==> config.mk <==
export PLATFORM = sky130hd
export DESIGN_NAME = zph_front
export DESIGN_NICKNAME = d
export VERILOG_FILES = /design/src/rtl/zph_pkg.sv /design/src/rtl/zph_front.sv
export SDC_FILE = /design/constraint.sdc
export NUM_CORES = 1
export LEC_CHECK = 0
export BUFFER_PORTS_ARGS = -buffer_cell sky130_fd_sc_hd__buf_2
export CAP_MARGIN = 20
export CORE_UTILIZATION = 24
export DETAILED_ROUTE_END_ITERATION = 6
export SETUP_SLACK_MARGIN = 0.1
export SLEW_MARGIN = 0
export SYNTH_ARGS = -nofsm -noshare
export SYNTH_HDL_FRONTEND = slang
export SYNTH_SLANG_ARGS = --single-unit
==> constraint.sdc <==
create_clock -name vclk -period 2.7
set_clock_uncertainty 0.15 [all_clocks]
set_input_delay 0.54 -clock vclk [all_inputs]
set_output_delay 0.54 -clock vclk [all_outputs]
set_load 0.02 [all_outputs]
==> src/rtl/zph_pkg.sv <==
// ----------------------------------------------------------------------------
// zph_pkg
// Shared types and constants of the Zobrist position hash block.
// ----------------------------------------------------------------------------
package zph_pkg;

  // key store layout
  localparam int NUM_KEYS    = 794;
  localparam int KEY_AW      = 10;
  localparam int SIDE_BASE   = 768;
  localparam int CASTLE_BASE = 770;
  localparam int EP_BASE     = 786;

  // splitmix64 constants
  localparam logic [63:0] SM_SEED   = 64'hC0D3_5B17_B04D_1234;
  localparam logic [63:0] SM_GOLDEN = 64'h9E37_79B9_7F4A_7C15;
  localparam logic [63:0] SM_MIX1   = 64'hBF58_476D_1CE4_E5B9;
  localparam logic [63:0] SM_MIX2   = 64'h94D0_49BB_1331_11EB;

  // default queue depths
  localparam int CMD_DEPTH_DEF = 4;
  localparam int OUT_DEPTH_DEF = 4;

  typedef enum logic [1:0] {
    CMD_PIECE  = 2'd0,
    CMD_SIDE   = 2'd1,
    CMD_CASTLE = 2'd2,
    CMD_EP     = 2'd3
  } cmd_e_t;

  typedef enum logic [2:0] {
    KG_ADD,
    KG_P0,
    KG_P1,
    KG_P2,
    KG_SUM,
    KG_DONE
  } kg_state_t;

  // key store write port
  typedef struct packed {
    logic              en;
    logic [KEY_AW-1:0] addr;
    logic [63:0]       data;
  } key_wr_t;

  // classified hash term
  typedef struct packed {
    logic              none;
    logic [KEY_AW-1:0] idx;
    logic              first;
    logic              last;
  } term_t;

endpackage

==> src/rtl/zph_front.sv <==
// ----------------------------------------------------------------------------
// zph_front
// Accepts hash terms and maps each to a key store index.
// ----------------------------------------------------------------------------
module zph_front
  import zph_pkg::*;
(
  input  logic       in_push,
  output logic       in_full,
  input  logic [1:0] in_command,
  input  logic [3:0] in_piece,
  input  logic [5:0] in_square,
  input  logic       in_white_to_move,
  input  logic [3:0] in_castling,
  input  logic [3:0] in_ep_file,
  input  logic       in_first,
  input  logic       in_last,
  input  logic       fill_done,
  input  logic       cq_full,
  output logic       cq_push,
  output term_t      cq_wdata
);

  assign in_full = !fill_done || cq_full;
  assign cq_push = in_push && !in_full;

  always_comb begin
    cq_wdata.first = in_first;
    cq_wdata.last  = in_last;
    cq_wdata.none  = 1'b0;
    cq_wdata.idx   = '0;
    case (cmd_e_t'(in_command))
      CMD_PIECE: begin
        cq_wdata.none = in_piece inside {[4'd12:4'd15]};
        cq_wdata.idx  = {in_piece, in_square};
      end
      CMD_SIDE: begin
        cq_wdata.idx = KEY_AW'(SIDE_BASE) + KEY_AW'(!in_white_to_move);
      end
      CMD_CASTLE: begin
        cq_wdata.idx = KEY_AW'(CASTLE_BASE) + KEY_AW'(in_castling);
      end
      CMD_EP: begin
        cq_wdata.none = in_ep_file[3];
        cq_wdata.idx  = KEY_AW'(EP_BASE) + KEY_AW'(in_ep_file[2:0]);
      end
      default: cq_wdata.none = 1'b1;
    endcase
  end

endmodule

# Word level (Yosys, flattened, before mapping)
# Cells that the tools add are included.
# totals
regBits	0
in_bits	26
output_inout_bits	15
elab_cells	17
# op_classes
addsub	3
n_lt_le_gt_ge	2
eq_ne	3
mux	2
n_reduce_logical	7
# op_table
op	n
$pmux 10 s4	1
$add 9x2->10 const A	1
$add 9x4->10 const A	1
$add 9x5->10 const A	1
$eq 2x2->1 const B	2
$ge 4x4->1 const B	1
$le 4x4->1 const B	1
$logic_not 1->1	3
$eq 2x1->1 const B	1
$logic_and 1x1->1	2
$logic_not 2->1	1
$pmux 1 s2	1
$logic_or 1x1->1	1

# Logic depth before layout (Yosys ltp)
# logic_depth
depth_word	4
depth_mapped	5
depth_no_buf	4

# Worst setup path before layout
# Ideal clock, no wire load.
# synth_path
path_kind	input to output
startpoint	input in_command[0]
endpoint	output cq_wdata[4] (netlist name)
arrival_time_ns	1.495
required_time_ns	2.010
setup_slack_ns	0.515
stages	4
path_buffers	1
cell_sequence	inv_1 ha_1 buf_6 o21ai_0
# synth_rtl
item	line	text
start, declared	zph_front.sv:10	input logic [1:0] in_command,
end, declared	zph_front.sv:21	output term_t cq_wdata

==> flow_metrics.tcl <==
set metrics [dict create \
    hp-class "in2out" \
    worst_ep_arrival_time_ps 1760 \
    track_usage_pct 11.4 \
    synthTopCellsByArea "ha_1 (34%), nand2b_1 (11%), and2_1 (5.7%), a32oi_1 (5.3%), buf_4 (4.5%)" \
    ys_types 19 \
    syn_to_final_growth_pct 53.8 \
    synth.avg_cell_area_um2 7.68 \
    netlist_area_um2 330 \
    crit_top_cell "buf_2" \
    die_h_um 39.1 \
    initial_core_util_pct 25.7 \
    fin_hold_ws_ps 930 \
    ys_seq_area_share_pct 0 \
    worstPathCellList "buf_2 -> inv_1 -> ha_1 -> mux2_2 -> buf_2" \
    grt_pass1_vias 352 \
    layout_commonest_cell "buf_2" \
    seq_cell_count 0 \
    finalPower_uw 77.5 \
    wl_um 813 \
    cts_setup_buffers 0 \
    portBuffers 37 \
    hold_path_end "cq_wdata[1]" \
    pre_cts_slack_ps 244 \
    num_rows 13 \
    final_cell_mix "buf_2 (37), ha_1 (9), nand2b_1 (6)" \
    dieArea_um2 1530 \
    grt_first_pass_wirelength_um 1290 \
    min_period_ps 2450 \
    core_area_um2 1280 \
    wl_per_cell_um 8.84 \
    routabilityCongestion 0.725 \
    first_iter_violations 2 \
    synth_top_area_cell "ha_1" \
    drt_first_pass_iters 2 \
    final_util_pct 39.5 \
    cts_resized 0 \
    n_antenna_cell 0 \
    dpl.hpwl_um 742 \
    status "finished, final reports clean" \
    dieWidth_um 39.1 \
    end_kind "output port" \
    grt_remaining_overflow 0 \
    layout-drive-gt1-share_pct 49.4 \
    maxCapViolations 0 \
    worst_slew_pin_slew_ps 417 \
    worstHoldStart "in_first" \
    fin_ws_ps 252 \
    slowest_stage "ha_1" \
    final.fill_count 142 \
    ys_warn_count 0 \
    rsz0062_at_grt "no" \
    power.density_nw_per_um2 152 \
    nets 114 \
    hold_depth 0 \
    antenna_found_initial 0 \
    setup_viol 0 \
    max_stage_delay_ps 430 \
    holdBufCountCts 0 \
    cp.required_ps 2010 \
    fin_setup_tns_ps 0 \
    cp-start-kind "input port" \
    leakagePower_uw 0.000301 \
    netlist_instances 43 \
    min_period_over_period_pct 90.7 \
    slew_viol_final 0 \
    grt_max_degree 16 \
    synth_top_area_share_pct 34.1 \
    synth_nets 78 \
    clkbuf_count 0 \
    register_area_um2 0 \
    worstPathMaxFanout 15 \
    io_pins 41 \
    relSlewSlack_pct 72.2 \
    vias 404 \
    max-vdd-ir-drop_mv 0.0590 \
    path_class "in2out" \
    via_per_inst 4.39 \
    drc 0 \
    final_antenna_net_count 0 \
    fmax_mhz 408 \
    final_hold_viol_count 0 \
]
-- Yosys cell counts --
library cell,instances
a41o_1,1
nand3b_1,1
a32oi_1,2
mux2_2,1
a22oi_1,1
nand2b_1,6
nor2_1,2
buf_4,2
nand2_1,3
xnor2_1,1
nor2b_1,2
o211ai_1,1
inv_1,4
a21oi_1,1
o21ai_0,1
o31a_1,1
and2_1,3
ha_1,9
buf_6,1
-- metrics by stage --
stage / area [um^2] / cells
after global placement: 508 / 92
after detailed placement: 508 / 92
after CTS: 508 / 92
final: 508 / 92
after global routing: 508 / 92
after floorplan: 330 / 43
-- worst max-delay path, delay by kind of cell --
family	cells	cell delay [ps]
mux	1	380
fa+ha+maj	1	430
buf+inv	3	410
-- worst max-delay path by stage --
stage / slack, ps / end / cells past startpoint / startpoint
2_1_floorplan: 510 / cq_wdata[4] / 4 / in_command[0]
3_3_place_gp: 280 / cq_wdata[6] / 5 / in_command[0]
3_5_place_dp: 240 / cq_wdata[6] / 5 / in_command[0]
4_1_cts: 240 / cq_wdata[6] / 5 / in_command[0]
5_1_grt: 150 / cq_wdata[6] / 5 / in_command[0]
6_report: 250 / cq_wdata[6] / 5 / in_command[0]
-- logic make-up after synthesis --
logic type	count (synthesis)	share of synthesized area, %
buffers and inverters	7	12.5
and+or+nand+nor	17	28.8
xor gates and xnor gates	1	2.65
adders and majority gates	9	34.1
AOI/OAI and AO/OA	8	18.6
muxes	1	3.41
-- routing by layer --
metal	vias up	track usage (%)	wire, um
met5	-	0	0
met4	0	0	0
met3	0	1.73	69
met2	17	21.7	423
met1	175	13.9	320
li1	212	-	-
-- where the power goes --
part | total, uW | internal, uW | leakage (uW) | switching, uW
logic | 77.5 | 36.3 | 0.000301 | 41.2
clock network | 0 | 0 | 0 | 0
registers | 0 | 0 | 0 | 0
-- cell type report --
class,instances,area (um^2),area share (%)
tap,15,18.8,3.69
inverter,4,15.0,2.96
timing repair buffer,37,185,36.5
multi-input combinational,36,289,56.9
Note: power is estimated with default switching activity, not from simulation.
