$ cat src/rtl/zph_pkg.sv
// ----------------------------------------------------------------------------
// zph_pkg
// Shared types and constants of the Zobrist position hash block.
// ----------------------------------------------------------------------------
package zph_pkg;

  // key store layout
  localparam int NUM_KEYS    = 794;
  localparam int KEY_AW      = 10;
  localparam int SIDE_BASE   = 768;
  localparam int CASTLE_BASE = 770;
  localparam int EP_BASE     = 786;

  // splitmix64 constants
  localparam logic [63:0] SM_SEED   = 64'hC0D3_5B17_B04D_1234;
  localparam logic [63:0] SM_GOLDEN = 64'h9E37_79B9_7F4A_7C15;
  localparam logic [63:0] SM_MIX1   = 64'hBF58_476D_1CE4_E5B9;
  localparam logic [63:0] SM_MIX2   = 64'h94D0_49BB_1331_11EB;

  // default queue depths
  localparam int CMD_DEPTH_DEF = 4;
  localparam int OUT_DEPTH_DEF = 4;

  typedef enum logic [1:0] {
    CMD_PIECE  = 2'd0,
    CMD_SIDE   = 2'd1,
    CMD_CASTLE = 2'd2,
    CMD_EP     = 2'd3
  } cmd_e_t;

  typedef enum logic [2:0] {
    KG_ADD,
    KG_P0,
    KG_P1,
    KG_P2,
    KG_SUM,
    KG_DONE
  } kg_state_t;

  // key store write port
  typedef struct packed {
    logic              en;
    logic [KEY_AW-1:0] addr;
    logic [63:0]       data;
  } key_wr_t;

  // classified hash term
  typedef struct packed {
    logic              none;
    logic [KEY_AW-1:0] idx;
    logic              first;
    logic              last;
  } term_t;

endpackage

$ cat src/rtl/zph_keygen.sv
// ----------------------------------------------------------------------------
// zph_keygen
// splitmix64 key generator; fills the key store once after reset using one
// shared 32x32 multiplier.
// ----------------------------------------------------------------------------
module zph_keygen
  import zph_pkg::*;
(
  input  logic    clk,
  input  logic    rst_n,
  output key_wr_t key_wr,
  output logic    fill_done
);

  kg_state_t         state_r, state_nxt;
  logic [63:0]       gen_r;
  logic [63:0]       gen_sum;
  logic [63:0]       x_r;
  logic [63:0]       p0_r;
  logic [31:0]       pc_r;
  logic [31:0]       p2_r;
  logic              round_r;
  logic [KEY_AW-1:0] fill_r;
  logic [63:0]       mix_c;
  logic              sel_a_hi;
  logic              sel_b_hi;
  logic [31:0]       mul_a;
  logic [31:0]       mul_b;
  logic [63:0]       mul_p;
  logic [63:0]       y;

  assign gen_sum = gen_r + SM_GOLDEN;
  assign mix_c   = round_r ? SM_MIX2 : SM_MIX1;
  assign mul_a   = sel_a_hi ? x_r[63:32] : x_r[31:0];
  assign mul_b   = sel_b_hi ? mix_c[63:32] : mix_c[31:0];
  assign mul_p   = mul_a * mul_b;
  // low 64 bits of the full product from three partial products
  assign y       = p0_r + {pc_r + p2_r, 32'd0};

  always_comb begin
    state_nxt = state_r;
    case (state_r)
      KG_ADD: state_nxt = KG_P0;
      KG_P0:  state_nxt = KG_P1;
      KG_P1:  state_nxt = KG_P2;
      KG_P2:  state_nxt = KG_SUM;
      KG_SUM: begin
        if (!round_r) begin
          state_nxt = KG_P0;
        end else if (fill_r == KEY_AW'(NUM_KEYS-1)) begin
          state_nxt = KG_DONE;
        end else begin
          state_nxt = KG_ADD;
        end
      end
      KG_DONE: state_nxt = KG_DONE;
      default: state_nxt = KG_DONE;
    endcase
  end

  always_comb begin
    sel_a_hi    = 1'b0;
    sel_b_hi    = 1'b0;
    key_wr.en   = 1'b0;
    key_wr.addr = fill_r;
    key_wr.data = y ^ (y >> 31);
    fill_done   = 1'b0;
    case (state_r)
      KG_P1:   sel_b_hi  = 1'b1;
      KG_P2:   sel_a_hi  = 1'b1;
      KG_SUM:  key_wr.en = round_r;
      KG_DONE: fill_done = 1'b1;
      default: ;
    endcase
  end

  always_ff @(posedge clk) begin
    if (!rst_n) begin
      state_r <= KG_ADD;
      gen_r   <= SM_SEED;
      round_r <= 1'b0;
      fill_r  <= '0;
    end else begin
      state_r <= state_nxt;
      if (state_r == KG_ADD) begin
        gen_r <= gen_sum;
      end
      if (state_r == KG_SUM) begin
        round_r <= ~round_r;
        if (round_r) begin
          fill_r <= fill_r + 1'b1;
        end
      end
    end
  end

  always_ff @(posedge clk) begin
    case (state_r)
      KG_ADD: x_r  <= gen_sum ^ (gen_sum >> 30);
      KG_P0:  p0_r <= mul_p;
      KG_P1:  pc_r <= mul_p[31:0];
      KG_P2:  p2_r <= mul_p[31:0];
      KG_SUM: begin
        if (!round_r) begin
          x_r <= y ^ (y >> 27);
        end
      end
      default: ;
    endcase
  end

  a_done_sticks: assert property (@(posedge clk) disable iff (!rst_n)
    fill_done |=> fill_done)
    else $error("fill_done dropped after the fill");

  a_no_write_after_fill: assert property (@(posedge clk) disable iff (!rst_n)
    key_wr.en |-> !fill_done && (key_wr.addr < KEY_AW'(NUM_KEYS)))
    else $error("key store write outside the fill");

endmodule

$ cat config.mk
export PLATFORM = sky130hd
export DESIGN_NAME = zph_keygen
export DESIGN_NICKNAME = d
export VERILOG_FILES = /design/src/rtl/zph_pkg.sv /design/src/rtl/zph_keygen.sv
export SDC_FILE = /design/constraint.sdc
export NUM_CORES = 2
export LEC_CHECK = 0
export BUFFER_PORTS_ARGS = -buffer_cell sky130_fd_sc_hd__clkbuf_2
export CAP_MARGIN = 20
export CORE_ASPECT_RATIO = 0.75
export CORE_MARGIN = 3
export CORE_UTILIZATION = 50
export DETAILED_ROUTE_END_ITERATION = 8
export PLACE_DENSITY = 0.74
export SYNTH_ARGS = -nofsm -noshare
export SYNTH_HDL_FRONTEND = slang
export SYNTH_SLANG_ARGS = --single-unit
$ cat constraint.sdc
create_clock -name clk -period 15.2 [get_ports clk]
set_input_delay 2.28 -clock clk [delete_from_list [all_inputs] [get_ports clk]]
set_output_delay 2.28 -clock clk [all_outputs]
set_load 0.02 [all_outputs]
# Yosys cells after proc, flatten, opt, wreduce, memory -nomap -nowiden
# Cells that the tools add are included.
[op_classes]
n_reduce_logical = 4
add_sub_neg = 4
n_eq_ne = 7
n_lt_le_gt_ge = 0
shifts = 0
div_mod_pow = 0
bitwise_logic = 4
mux = 12
n_mul = 1
[op_table]
columns = ["operator", "count"]
rows = [
  ["$pmux W64 S2", 1],
  ["$add A64 B64 Y64", 1],
  ["$add A64 B64 Y64 const B", 1],
  ["$mul A32 B32 Y64", 1],
  ["$mux W32", 2],
  ["$mux W64", 1],
  ["$xor A64 B33 Y64", 1],
  ["$xor A64 B34 Y64", 1],
  ["$xor A64 B37 Y64", 1],
  ["$mux W62", 1],
  ["$add A32 B32 Y32", 1],
  ["$pmux W3 S5", 1],
  ["$add A10 B1 Y10 const B", 1],
  ["$eq A10 B10 Y1 const B", 1],
  ["$eq A3 B2 Y1 const B", 2],
  ["$eq A3 B3 Y1 const B", 2],
  ["$mux W3", 2],
  ["$mux W1", 4],
  ["$reduce_and A2 Y1", 2],
  ["$eq A3 B1 Y1 const B", 1],
  ["$logic_not A3 Y1", 1],
  ["$ne A2 B2 Y1 const B", 1],
  ["$reduce_bool A2 Y1", 1],
  ["$not A1 Y1", 1],
]
[word_totals]
regBits = 270
inputBits = 2
latch_bits = 0
output_inout_bits = 76
rom_bits = 0
ram_bits = 0
memories = 0

# Longest topological paths before layout
[depth]
ltp_word = 5
ltp_mapped = 35
depth_no_buf = 32

# Worst setup path before layout
# Ideal clock, no wire load.
[synth_path]
path_type = "register to register"
start = "register state_r[0]"
end = "register p0_r[62], data pin"
setup_time_ps = 259
slack_ps = 5290
path_stages_with_launch = 35
n_path_buf = 3
t_arrival_ps = 9650
synth_period_minus_slack_ps = 9910
t_required_ps = 14941
cell_sequence = "dfxtp_1 -> clkbuf_1 -> nand3b_1 -> clkinv_1 -> clkbuf_1 -> nand2_1 -> nand2_1 -> clkbuf_1 -> inv_1 -> nor2_1 -> inv_1 -> fa_1 -> inv_1 -> fa_1 -> fa_1 -> inv_1 -> fa_1 -> inv_1 -> fa_1 -> inv_1 -> fa_1 -> inv_1 -> fa_1 -> fa_1 -> ha_1 -> a21oi_1 -> o311ai_0 -> a21boi_0 -> o41ai_1 -> o211ai_1 -> a2111oi_2 -> o2111ai_1 -> a41oi_1 -> a41oi_1 -> xnor2_1"
[synth_between]
elab_chain_len = 4
[synth_rtl]
columns = ["item", "line", "text"]
rows = [
  ["from (decl)", "zph_keygen.sv:15", "kg_state_t state_r, state_nxt;"],
  ["from (signal assigned)", "zph_keygen.sv:84", "state_r <= state_nxt;"],
  ["$eq A3 B2 Y1", "zph_keygen.sv:68", "case (state_r)"],
  ["$mux W1", "zph_keygen.sv:68", ""],
  ["$mux W32 (on tied branches)", "zph_keygen.sv:34, zph_keygen.sv:35", ""],
  ["$mul A32 B32 Y64 (*)", "zph_keygen.sv:36", "assign mul_p = mul_a * mul_b;"],
  ["named net mul_p[62]", "zph_keygen.sv:29", "logic [63:0] mul_p;"],
  ["to (signal assigned)", "zph_keygen.sv:100", "KG_P0: p0_r <= mul_p;"],
  ["to (decl)", "zph_keygen.sv:19", "logic [63:0] p0_r;"],
]
# Mark *: on every way through the listed nets, which the timed path passes. The rest lies on a longest branch.
# A chain may end at the register's enable or synchronous reset.

# Worst setup path in the final report
[layout_path]
start = "register state_r[1]"
end = "register p0_r[62], data pin"
# The elaborated chain is that of the path after synthesis.

==> summary.txt <==
Slew Limit Fails: 0
Crit-path slowest cell: dfxtp_1
GRT Overall Usage: 0.3017
I/O Buffers: 77
Final worst slack: 3546 ps
Post-Synthesis Cells: 4681
Area grow syn2layout: 5.629%
Worst setup EP type: flip-flop
CTS tree: yes
ANT cells: 0
Final wirelength: 140700 um
Count of final hold-check violations: 0
Die height: 266.2 um
Ys Warns: 0
Critical path class: reg2reg
Area fraction of the dominant cell type after synthesis: 0.3562
Max FO, Critical Path: 45
Max Cap Viol: 0
TNS Setup: 0 ps
Routability cong.: 1.015
Initial core utilization: 0.5095
#FFs+latches synth: 270
DRC: 0
Worst Path Arrival: 11960 ps
Root Buffer: clkbuf_16
HPWL Detailed: 120500 um
Worst slew pin tran: 1252 ps
Post-cts hold buffer count: 0
Commonest non-fill, non-tap cell in the layout: inv_1
Critical Path RT: 15510 ps
CP max stage delay: 640 ps
Initial antenna violation count: 5
Most frequent cells in the layout: inv_1, fa_1, ha_1
Gr ovfl total: 0
Routed vias/inst: 5.688
Antenna viol nets, final: 0
Fin nets: 5917
Worst hold path class: reg2reg
Cell Area, Synth: 45130 um^2
Final-layout fill cell count: 7912
Slew HR: 0.1615
Mean Syn Cell Area: 9.640 um^2
Clock Tree Buf Depth: 3
Clock Skew: 30.89 ps
Sequential area share after synthesis: 0.1624
First-pass GRT wire length: 211700 um
Vias in the first global route: 33.50k
RSZ-0062 raised after global routing: false
Row count: 94
Final setup fails: 0
CORE AREA: 88560 um^2
Final Critical Period: 11650 ps
Post-synth EDFFs: 192
Achievable Freq: 0.08580 GHz
Worst path most repeated cell: fa_1
Drt wl/cell: 23.83 um
Syn_nets: 5909
Layout cell share with drive strength beyond 1: 0.04590
Die X: 352.9 um
I/O pin count: 78
Die area: 93930 um^2
CTS Sinks: 270
Final Cycle Share: 0.7667
Post-CTS Setup Bufs: 0
Startpoint types: flip-flop
Clock-pin slew of the registers on the worst-case setup and hold paths: 80 ps
R2R setup slack: 3550 ps
CTS resizes: 0
Post-synthesis cell type count: 77
Setup WS pre-CTS: 3860 ps
Prevailing post-synth register cell: edfxtp_1
Synth area leaders: fa_1, edfxtp_1, ha_1
Async SR Flop Fraction: 0
Drt first pass iters: 8
Largest net degree at the start of global routing: 79
CTS buffer count: 23
Worst skew pair latency: 560 ps
H-tree Lvls: 1
Post-synth top area cell: fa_1
Routed via count: 33.59k
Iter 0 DRT Violations: 4152
Status: finished clean
==> metal layers <==
layer,vias to the layer above,global-route usage,part of all wire
met3,250,0.1019,0.14
met4,0,0.08804,0.036
met1,16740,0.4599,0.43
met2,2004,0.4018,0.39
met5,-,0,0
li1,14600,-,-
==> metrics by stage <==
step,util,hold slack (ps),cells,instance area (um^2)
after floorplan,-,473.7,4681,45130
after global placement,0.5289,486.9,5862,46840
after detailed placement,0.5289,509.3,5862,46840
after CTS,0.5379,518.2,5904,47640
after global routing,0.5382,531.0,5906,47670
final,0.5382,517.2,5906,47670
==> layout make-up <==
class / instances / area, um^2 / area share
inverter: 1057 / 3968 / 0.08324
clock inverter: 15 / 188.9 / 0.003964
multi-input combinational: 3218 / 33360 / 0.6999
timing repair buffer: 119 / 710.7 / 0.01491
clock buffer: 27 / 610.6 / 0.01281
sequential: 270 / 7327 / 0.1537
tap: 1200 / 1501 / 0.03150
==> flip-flops by register name, indices dropped and copies added, names as in the netlist <==
register / cells
state_r: 3
p0_r: 64
pc_r: 32
p2_r: 32
x_r: 64
round_r: 1
gen_r: 64
fill_r: 10
==> critical path, delay by kind of cell (launching register included) <==
| kind | cells | cell delay (ps) |
|---|---|---|
| compound gates | 9 | 2860 |
| xor+xnor | 1 | 170 |
| fa+ha+maj | 9 | 4430 |
| buf+inv | 10 | 1930 |
| flops | 1 | 640 |
| simple gates | 4 | 1270 |
==> path summary, 6_finish.rpt <==
kind                                             from  cells past startpoint                     to
worst max-delay path            state_r[1]$_SDFF_PN0_                     33     p0_r[62]$_DFFE_PP_
worst min-delay path            gen_r[1]$_SDFFE_PN0P_                      2  gen_r[1]$_SDFFE_PN0P_
worst max register to register  state_r[1]$_SDFF_PN0_                     33     p0_r[62]$_DFFE_PP_
worst min register to register  gen_r[1]$_SDFFE_PN0P_                      2  gen_r[1]$_SDFFE_PN0P_
==> cell families after synthesis <==
kind of cell	share of synthesized area
adder cells (fa/ha/maj)	0.4735
buffers and inverters	0.09946
AND/OR/NAND/NOR	0.1127
AO/OA/AOI/OAI	0.07952
XOR/XNOR	0.06754
flip-flops	0.1624
multiplexers	0.004935
==> cell usage after synthesis (all sizes together) (4+ instances only) <==
cell and n:
nand3b 5, xor2 140, o21bai 36, a41oi 8
or2 23, nor3b 6, or4 4, clkbuf 133
nand2b 86, edfxtp 192, o211ai 13, or3 39
a21boi 20, a31oi 14, nand2 298, a211oi 15
ha 423, nor3 38, nor2b 25, mux2i 20
and4 6, o311a 4, a21o 71, a211o 8
o22ai 4, nor4 8, inv 1052, a2111oi 5
a21oi 171, and3 24, o21a 18, o31ai 5
clkinv 5, o211a 4, nand3 54, dfxtp 78
nor2 306, and2 109, o21ai 139, fa 803
nand4 23, xnor2 202
Power is not shown: default switching activity piles up to over one toggle a cycle in this logic, so the estimate is an artifact.
