## config.mk

```make
export PLATFORM = sky130hd
export DESIGN_NAME = zph_fifo
export DESIGN_NICKNAME = d
export VERILOG_FILES = /design/src/rtl/zph_fifo.sv
export SDC_FILE = /design/constraint.sdc
export NUM_CORES = 1
export LEC_CHECK = 0
export BUFFER_PORTS_ARGS = -buffer_cell sky130_fd_sc_hd__buf_2
export CELL_PAD_IN_SITES_DETAIL_PLACEMENT = 1
export CELL_PAD_IN_SITES_GLOBAL_PLACEMENT = 1
export CORE_UTILIZATION = 42
export CTS_BUF_LIST = sky130_fd_sc_hd__clkbuf_8
export CTS_CLUSTER_DIAMETER = 150
export DETAILED_ROUTE_END_ITERATION = 6
export HOLD_SLACK_MARGIN = 0.12
export PLACE_DENSITY_LB_ADDON = 0.3
export REMOVE_ABC_BUFFERS = 1
export SYNTH_ARGS = -nofsm -noshare
export SYNTH_HDL_FRONTEND = slang
export SYNTH_SLANG_ARGS = --single-unit
```

## constraint.sdc

```tcl
create_clock -name clk -period 2.3 [get_ports clk]
set_input_delay 0.23 -clock clk [delete_from_list [all_inputs] [get_ports clk]]
set_output_delay 0.23 -clock clk [all_outputs]
set_load 0.1 [all_outputs]
```

## src/rtl/zph_fifo.sv

```systemverilog
// ----------------------------------------------------------------------------
// zph_fifo
// Small register FIFO with occupancy count.
// ----------------------------------------------------------------------------
module zph_fifo #(
  parameter int WIDTH = 8,
  parameter int DEPTH = 4
) (
  input  logic                       clk,
  input  logic                       rst_n,
  input  logic                       push,
  input  logic [WIDTH-1:0]           wdata,
  output logic                       full,
  input  logic                       pop,
  output logic [WIDTH-1:0]           rdata,
  output logic                       empty,
  output logic [$clog2(DEPTH+1)-1:0] count
);

  localparam int PW = (DEPTH > 1) ? $clog2(DEPTH) : 1;
  localparam int CW = $clog2(DEPTH+1);

  logic [WIDTH-1:0] mem_r [DEPTH];
  logic [PW-1:0]    wptr_r, wptr_nxt;
  logic [PW-1:0]    rptr_r, rptr_nxt;
  logic [CW-1:0]    cnt_r, cnt_nxt;
  logic             do_push, do_pop;

  assign full    = (cnt_r == CW'(DEPTH));
  assign empty   = (cnt_r == '0);
  assign count   = cnt_r;
  assign rdata   = mem_r[rptr_r];
  assign do_push = push && !full;
  assign do_pop  = pop && !empty;

  always_comb begin
    wptr_nxt = wptr_r;
    rptr_nxt = rptr_r;
    cnt_nxt  = cnt_r;
    if (do_push) begin
      wptr_nxt = (wptr_r == PW'(DEPTH-1)) ? '0 : wptr_r + 1'b1;
    end
    if (do_pop) begin
      rptr_nxt = (rptr_r == PW'(DEPTH-1)) ? '0 : rptr_r + 1'b1;
    end
    if (do_push && !do_pop) begin
      cnt_nxt = cnt_r + 1'b1;
    end else if (do_pop && !do_push) begin
      cnt_nxt = cnt_r - 1'b1;
    end
  end

  always_ff @(posedge clk) begin
    if (!rst_n) begin
      wptr_r <= '0;
      rptr_r <= '0;
      cnt_r  <= '0;
    end else begin
      wptr_r <= wptr_nxt;
      rptr_r <= rptr_nxt;
      cnt_r  <= cnt_nxt;
    end
  end

  always_ff @(posedge clk) begin
    if (do_push) begin
      mem_r[wptr_r] <= wdata;
    end
  end

endmodule

```

**Word level (Yosys, flattened, before mapping)**

Memory sizes are Yosys's and may differ from the RTL's. A register that Yosys moved wholly into a read port is not among the register bits.
Index checks and enable logic that the tools add are counted.

- Register bits: 7
- Bits in latches: 0
- Memory bits (writable): 32
- Bits in read-only memories: 0
- Bits of input ports: 12
- Memories: 1

Memory list:

| memory | words | width | read ports | clocked after Yosys merged registers in | write ports | RTL line | text |
|---|---|---|---|---|---|---|---|
| mem_r | 4 | 8 | 1 | 1 | 1 | 23 | `logic [WIDTH-1:0] mem_r [DEPTH];` |

- Add/subtract/negate cells: 4
- Multipliers: 0
- Div/mod/pow operators: 0
- Magnitude comparators: 0
- Equal/unequal tests: 3
- Shift operators: 0
- Muxes and demuxes: 8
- Bitwise operators: 0
- Reductions and logical operators: 10

Operator list:

| kind | count |
|---|---|
| 2-bit two-way mux | 4 |
| 3-bit two-way mux | 2 |
| 2-bit by 1-bit adder with 2-bit output, second input constant | 2 |
| 2-bit equality test, second input constant | 2 |
| 1-bit logical AND | 4 |
| 1-bit zero test | 4 |
| 3-bit by 1-bit adder with 3-bit output, second input constant | 1 |
| 3-bit equality test, second input constant | 1 |
| 3-bit zero test | 1 |
| 3-bit by 1-bit subtractor with 3-bit output, second input constant | 1 |
| 1-bit two-way mux | 2 |
| 2-bit nonzero test | 1 |

**Logic depth before layout (Yosys ltp)**

Gate-level depths: netlist (run 1).

- Word-level depth: 7
- Depth in mapped cells: 9

**Least setup slack after synthesis (run 1)**

Ideal clock, no wire load.

- Path type: register to register
- Start point: register cnt_r[2], in the netlist count[2]
- End point: register cnt_r[2], in the netlist count[2]
- Library setup time: 76 ps
- Data arrival time: 3,596 ps
- Required time: 2,224 ps
- Slack: -1,372 ps
- Cell stages (with the launch flop): 10
- Buffers on the path: 1
- Period minus slack after synthesis: 3,672 ps
- Cells stage by stage: dfxtp_1 > nor3b_2 > nor2b_1 > buf_2 > ha_1 > inv_1 > fa_1 > xor2_1 > or3_1 > a21boi_0

- Word-level cells in the longest chain between the ends: 6
- Elaborated cells between the ends (all ways): 15
- Classes of those cells: 2 x add/sub; 1 x eq/ne; 2 x mux; 10 x reduce/logical

RTL lines:

| what | RTL line | text |
|---|---|---|
| from (decl) | 26 | `logic [CW-1:0] cnt_r, cnt_nxt;` |
| from (signal assigned) | 61 | `cnt_r <= cnt_nxt;` |
| 3-bit equality test * | 29 | `assign full = (cnt_r == CW'(DEPTH));` |
| net full | 13 | `output logic full,` |
| 1-bit zero test * | 33 | `assign do_push = push && !full;` |
| 1-bit logical AND * | 33 |  |
| net do_push | 27 | `logic do_push, do_pop;` |
| 1-bit zero test | 48 | `end else if (do_pop && !do_push) begin` |
| 1-bit logical AND | 48 |  |
| 2-bit nonzero test (no source line) | -- |  |

The timed path passes the listed nets; every way through them passes the cells marked *. The select of a mux whose other input is x is not followed.
A chain may end at the register's enable or synchronous reset.

**Worst setup path after layout (run 1)**

- Start point: register cnt_r[1], in the netlist count[1]
- End point: register cnt_r[2], in the netlist count[2]

- Word-level cells in the longest chain between the ends: 6
- Elaborated cells between the ends (all ways): 15
- Classes of those cells: 2 x add/sub; 1 x eq/ne; 2 x mux; 10 x reduce/logical

RTL lines:

| what |
|---|
| parallel branches: the longest is 6 deep, another holds 3-bit by 1-bit subtractor with 3-bit output |

Several ways; the timed one is not identified. The select of a mux whose other input is x is not followed.

==> results of run 1 <==
==> per-layer routing <==
metal / routed length [um] / vias up / GRT usage (%)
met4: 39 / 0 / 6.94
li1: - / 406 / -
met5: 0 / - / 0
met3: 104 / 3 / 6.43
met1: 1180 / 447 / 18.8
met2: 1520 / 13 / 26.4
==> cell usage after synthesis <==
cell and instances:
edfxtp_1 32, dfxtp_1 9, mux4_2 8, ha_1 6
nand2_1 6, and2_1 5, inv_1 3, mux2i_1 3
o21ai_0 3, buf_2 2, nand3_1 2, nor2_1 2
nor2b_1 2, a21boi_0 1, buf_1 1, clkbuf_1 1
fa_1 1, nor3_1 1, nor3b_2 1, o31ai_1 1
or3_1 1, xnor2_1 1, xor2_1 1
==> through the flow <==
step           setup TNS (ns)  hold WS (ns)  setup WS, ns  cells  utilization, %
2_1_floorplan          -39.95         0.329         -1.53     89               -
6_report                    0         0.147         0.221    172            52.3
3_3_place_gp                0         0.440         0.313    164            49.2
3_5_place_dp                0         0.450         0.198    164            49.2
4_1_cts                     0         0.132         0.180    172            52.1
5_1_grt                     0         0.139        0.0111    172            52.3
==> layout make-up <==
type	count	area, um^2	area share (%)
Timing Repair Buffer	27	143	7.39
Clock inverter	3	38.8	2.01
Clock buffer	5	68.8	3.57
Inverter	3	11.3	0.584
Multi-Input combinational cell	45	465	24.1
Sequential cell	41	1140	59.2
Tap cell	48	60.1	3.11
==> cell families after synthesis <==
group	synth area share [%]
AO/OA/AOI/OAI	1.84
XOR/XNOR	1.07
adder cells (fa/ha/maj)	5.83
buffers and inverters	1.76
flip-flops	70.0
multiplexers	12.9
AND/OR/NAND/NOR	6.60
==> worst min path at each step <==
| stage | from | endpoint | slack [ns] | cells past startpoint |
|---|---|---|---|---|
| 3_3_place_gp | wdata[5] | mem_r[3][5] | 0.44 | 1 |
| 6_report | wdata[5] | mem_r[1][5] | 0.15 | 1 |
| 5_1_grt | wdata[6] | mem_r[0][6] | 0.14 | 1 |
| 3_5_place_dp | wdata[5] | mem_r[2][5] | 0.45 | 1 |
| 4_1_cts | wdata[5] | mem_r[0][5] | 0.13 | 1 |
| 2_1_floorplan | wdata[0] | mem_r[0][0] | 0.33 | 0 |
==> registers in the layout, indices dropped and copies added, names as in the netlist, named ones only <==
register / cells
rptr_r: 2
mem_r: 32
wptr_r: 2
count: 3
==> repair_timing <==
action	4_1_cts	5_1_grt
gates resized for setup	0	2
endpoints found under the setup margin	0	1
setup buffers	0	0
endpoints found under the hold margin	0	0
==> results by group, run 1 <==
Global route
  – Vias in the first global route: 946
  – First-pass GRT wire length: 4.60 mm
  – Initial antenna violation count: 0
  – Pin count of the biggest net entering global routing: 14
  – GRT Util Overall: 16.2%
  – Grt ovf: 0

Route
  – Drt first-iter violations: 60
  – DR vias/cell: 5.05
  – DRC: 0
  – Vias: 869
  – Post-Route WL: 2.84 mm
  – Routed Antenna Nets: 0
  – Detailed-router iteration count before antenna repair: 4
  – Avg WL per Cell: 16.5 um

CTS
  – Reg clk slew, reported paths: 0.08 ns
  – CTS tree: built
  – TritonCTS Buffers: 5
  – # hold bufs at CTS: 0
  – Clk Latency, worst-skew pair: 0.29 ns
  – Sink Count: 41
  – CTS H-tree lvls: 2
  – Root buf cell: clkbuf_8
  – Clock Path Buffers: 2

Logic synthesis
  – Post-synthesis cell area: 1630 um^2
  – Post-synthesis cell type count: 23
  – Post-synthesis sequential area ratio: 70.0%
  – #FFs+latches synth: 41
  – Cell taking the most area after synthesis: edfxtp_1
  – Warnings from Yosys: 0
  – Syn Area/Cell: 17.5 um^2
  – Largest cells by area after synthesis: edfxtp_1 59%, dfxtp_1 11%, mux4_2 11%
  – Post-Synthesis Cells: 93
  – Synth top area share: 58.9%

Timing
  – Relative slew margins: 67.3%
  – Fin. Hold Viols: 0
  – Final Cycle Share: 90.4%
  – RSZ-0062 raised after global routing: false
  – Clk_skew: 0.00565 ns
  – Max Fclk: 481 MHz
  – Final setup violation count: 0
  – Worst-Margin Slew: 0.494 ns
  – Period minus WS final: 2.08 ns
  – Final Max Tran Viols: 0

Placement
  – DP HPWL: 1.85 mm
  – # port buffers: 24
  – Placement Cell Area: 1820 um^2
  – GP Congestion: 0.689

Floorplan
  – Die Wd: 64.3 um
  – Starting density of the core: 44.2%
  – Rows: 22
  – DIE AREA: 4140 um^2
  – Die height: 64.3 um
  – I/O Pins: 25
  – Core Box Area: 3690 um^2

Critical path
  – CP required: 2.52 ns
  – Worst Setup EP: count[2]
  – Critical path arrival: 2.30 ns
  – R2r worst-path depth: 8
  – Stages on worst setup path: 8
  – Critical path peak fanout: 6
  – R2R Setup Slk: 0.22 ns
  – Worst Path Class, Setup: flop to flop
  – Critical Path Sink Type: flop
  – Worst path top cell family by delay: adder cells
  – Setup crit start: count[1]
  – CP Launch Type: flop
  – R2R Path Start: count[1]
  – Worst path max stage delay: 0.47 ns
  – Worst path slowest cell: dfxtp_1
  – Worst r2r dst: count[2]
  – Buf/Inv on CP: 1
  – Crit-path cells: nor3b_2 -> nor2b_1 -> ha_1 -> inv_1 -> fa_1 -> xor2_1 -> or3_1 -> a21boi_0

Worst hold path
  – Worst hold path class: input port to flop

Cells and area
  – Most frequent cells in the layout: 32 x edfxtp_1, 24 x buf_2, 8 x mux4_2, 8 x dfxtp_1
  – Nets@finish: 142
  – Fraction of layout cells with a size suffix above 1: 36.3%
  – Finished Cell Area: 1930 um^2
  – Ant diodes: 0
  – Layout area overhead: 18.3%
  – Most common cell after layout, fill and taps aside: edfxtp_1
  – Fillers: 377

Flow run
  – Max_cap viols: 0

Run status
  – Status: finished, final reports clean
Power of run 1 is not shown: default switching activity piles up to over one toggle a cycle in this logic, so the estimate is an artifact.
==> run 2, diff against run 1 <==
--- a/config.mk
+++ b/config.mk
@@ -15,5 +15,4 @@
 export HOLD_SLACK_MARGIN = 0.12
 export PLACE_DENSITY_LB_ADDON = 0.3
-export REMOVE_ABC_BUFFERS = 1
 export SYNTH_ARGS = -nofsm -noshare
 export SYNTH_HDL_FRONTEND = slang
==> constraint.sdc (replaced) <==
create_clock -name clk -period 2.3 [get_ports clk]
set_input_delay 0.115 -clock clk [delete_from_list [all_inputs] [get_ports clk]]
set_output_delay 0.115 -clock clk [all_outputs]
set_load 0.1 [all_outputs]
==> results by group, run 2 (same netlist as run 1, synthesis figures left out) <==
Timing
  – Final Cycle Share: 90.2%
  – Relative slew margins: 67.2%
  – Final setup violation count: 0
  – Final Max Tran Viols: 0
  – Max Fclk: 482 MHz
  – Worst-Margin Slew: 0.495 ns
  – Hold WS: 0.171 ns
  – RSZ-0062 raised after global routing: false
  – Clk_skew: 0.00291 ns
  – Period minus WS final: 2.07 ns
  – Fin. Hold Viols: 0

Flow run
  – Max_cap viols: 0

Route
  – Drt first-iter violations: 43
  – DR vias/cell: 4.84
  – Avg WL per Cell: 15.6 um
  – Post-Route WL: 2.80 mm
  – DRC: 0
  – Vias: 872
  – Detailed-router iteration count before antenna repair: 3
  – Routed Antenna Nets: 0

CTS
  – Root buf cell: clkbuf_8
  – Sink Count: 41
  – Clk Latency, worst-skew pair: 0.28 ns
  – # Post-CTS Setup Buffers: 0
  – CTS H-tree lvls: 2
  – # hold bufs at CTS: 8
  – Reg clk slew, reported paths: 0.07 ns
  – # resized after CTS: 0
  – Clock Path Buffers: 2
  – CTS tree: built
  – TritonCTS Buffers: 5

Cells and area
  – Biggest register: mem_r
  – Most common cell after layout, fill and taps aside: edfxtp_1
  – Nets@finish: 150
  – Final core utilization: 54.4%
  – Layout area overhead: 23.2%
  – Finished Cell Area: 2010 um^2
  – Max reg flops: 32
  – Layout Cells excl Fill: 180
  – Ant diodes: 0
  – Fraction of layout cells with a size suffix above 1: 37.1%
  – Most frequent cells in the layout: 32 x edfxtp_1, 24 x buf_2, 8 x mux4_2, 8 x dlygate4sd3_1

Critical path
  – Worst Path Class, Setup: flop to flop
  – Critical Path Sink Type: flop
  – CP required: 2.50 ns
  – Worst Setup EP: count[2]
  – R2R Setup Slk: 0.23 ns
  – Critical path peak fanout: 6
  – Setup crit start: count[0]
  – CP Launch Type: flop
  – R2r worst-path depth: 8
  – Worst r2r dst: count[2]
  – Critical path arrival: 2.28 ns
  – R2R Path Start: count[0]

Logic synthesis
  – Synthesized net count: 112

Floorplan
  – Core Box Area: 3690 um^2
  – Die height: 64.3 um
  – Starting density of the core: 44.2%
  – Die Wd: 64.3 um
  – DIE AREA: 4140 um^2
  – Rows: 22
  – I/O Pins: 25

Placement
  – Placement Cell Area: 1850 um^2
  – # port buffers: 24
  – Cells after DPL: 164
  – DP HPWL: 1.91 mm
  – GP Congestion: 0.684

Global route
  – Initial antenna violation count: 0
  – Met3 global-route usage: 5.36%
  – GR peak layer: met2
  – Grt ovf: 0
  – GR Util met1: 19.2%
  – First-pass GRT wire length: 4.78 mm
  – M2 GR Usage: 27.5%
  – GRT Util Overall: 16.3%
  – Vias in the first global route: 956
  – Pin count of the biggest net entering global routing: 13

Worst hold path
  – Worst hold path class: input port to flop

Run status
  – Status: finished, final reports clean
==> run 2: final cells by class <==
type                    count  area, um^2
fillers                   367        1680
flip-flops and latches     41        1150
multi-input cells          45         484
repair buffers             35         223
clock buffers               5        68.8
well taps                  48        60.1
clock inverters             3        13.8
inverters                   3        11.3
==> run 2: worst min path at each step <==
stage | from | endpoint | cells past startpoint
6_report | rst_n | wptr_r[0] | 3
2_1_floorplan | wdata[0] | mem_r[0][0] | 0
5_1_grt | rst_n | count[1] | 2
4_1_cts | rst_n | wptr_r[0] | 3
3_3_place_gp | wdata[4] | mem_r[2][4] | 1
3_5_place_dp | wdata[0] | mem_r[3][0] | 1
==> run 2: metrics by stage <==
| step | TNS [ns] | worst slack, ns |
|---|---|---|
| finish | 0 | 0.227 |
| global route | 0 | 0.0214 |
| CTS | 0 | 0.215 |
| detailed placement | 0 | 0.228 |
| global placement | 0 | 0.332 |
| floorplan | -0.776 | -0.389 |
==> run 2: routing by layer <==
metal | part of all wire [%] | up-vias
met2 | 52 | 13
met4 | 0.71 | 0
met3 | 3.0 | 2
met5 | 0 | -
met1 | 44 | 433
li1 | - | 424
==> run 2: worst max-delay path, cell delays in order (launching register included) <==
cell and delay (ns):
dfxtp_2 0.38, o31ai_1 0.24, buf_4 0.19, ha_4 0.15
inv_2 0.03, fa_1 0.38, xor2_1 0.16, or3_1 0.30
a21boi_0 0.16
Power of run 2 is left out for the same reason.
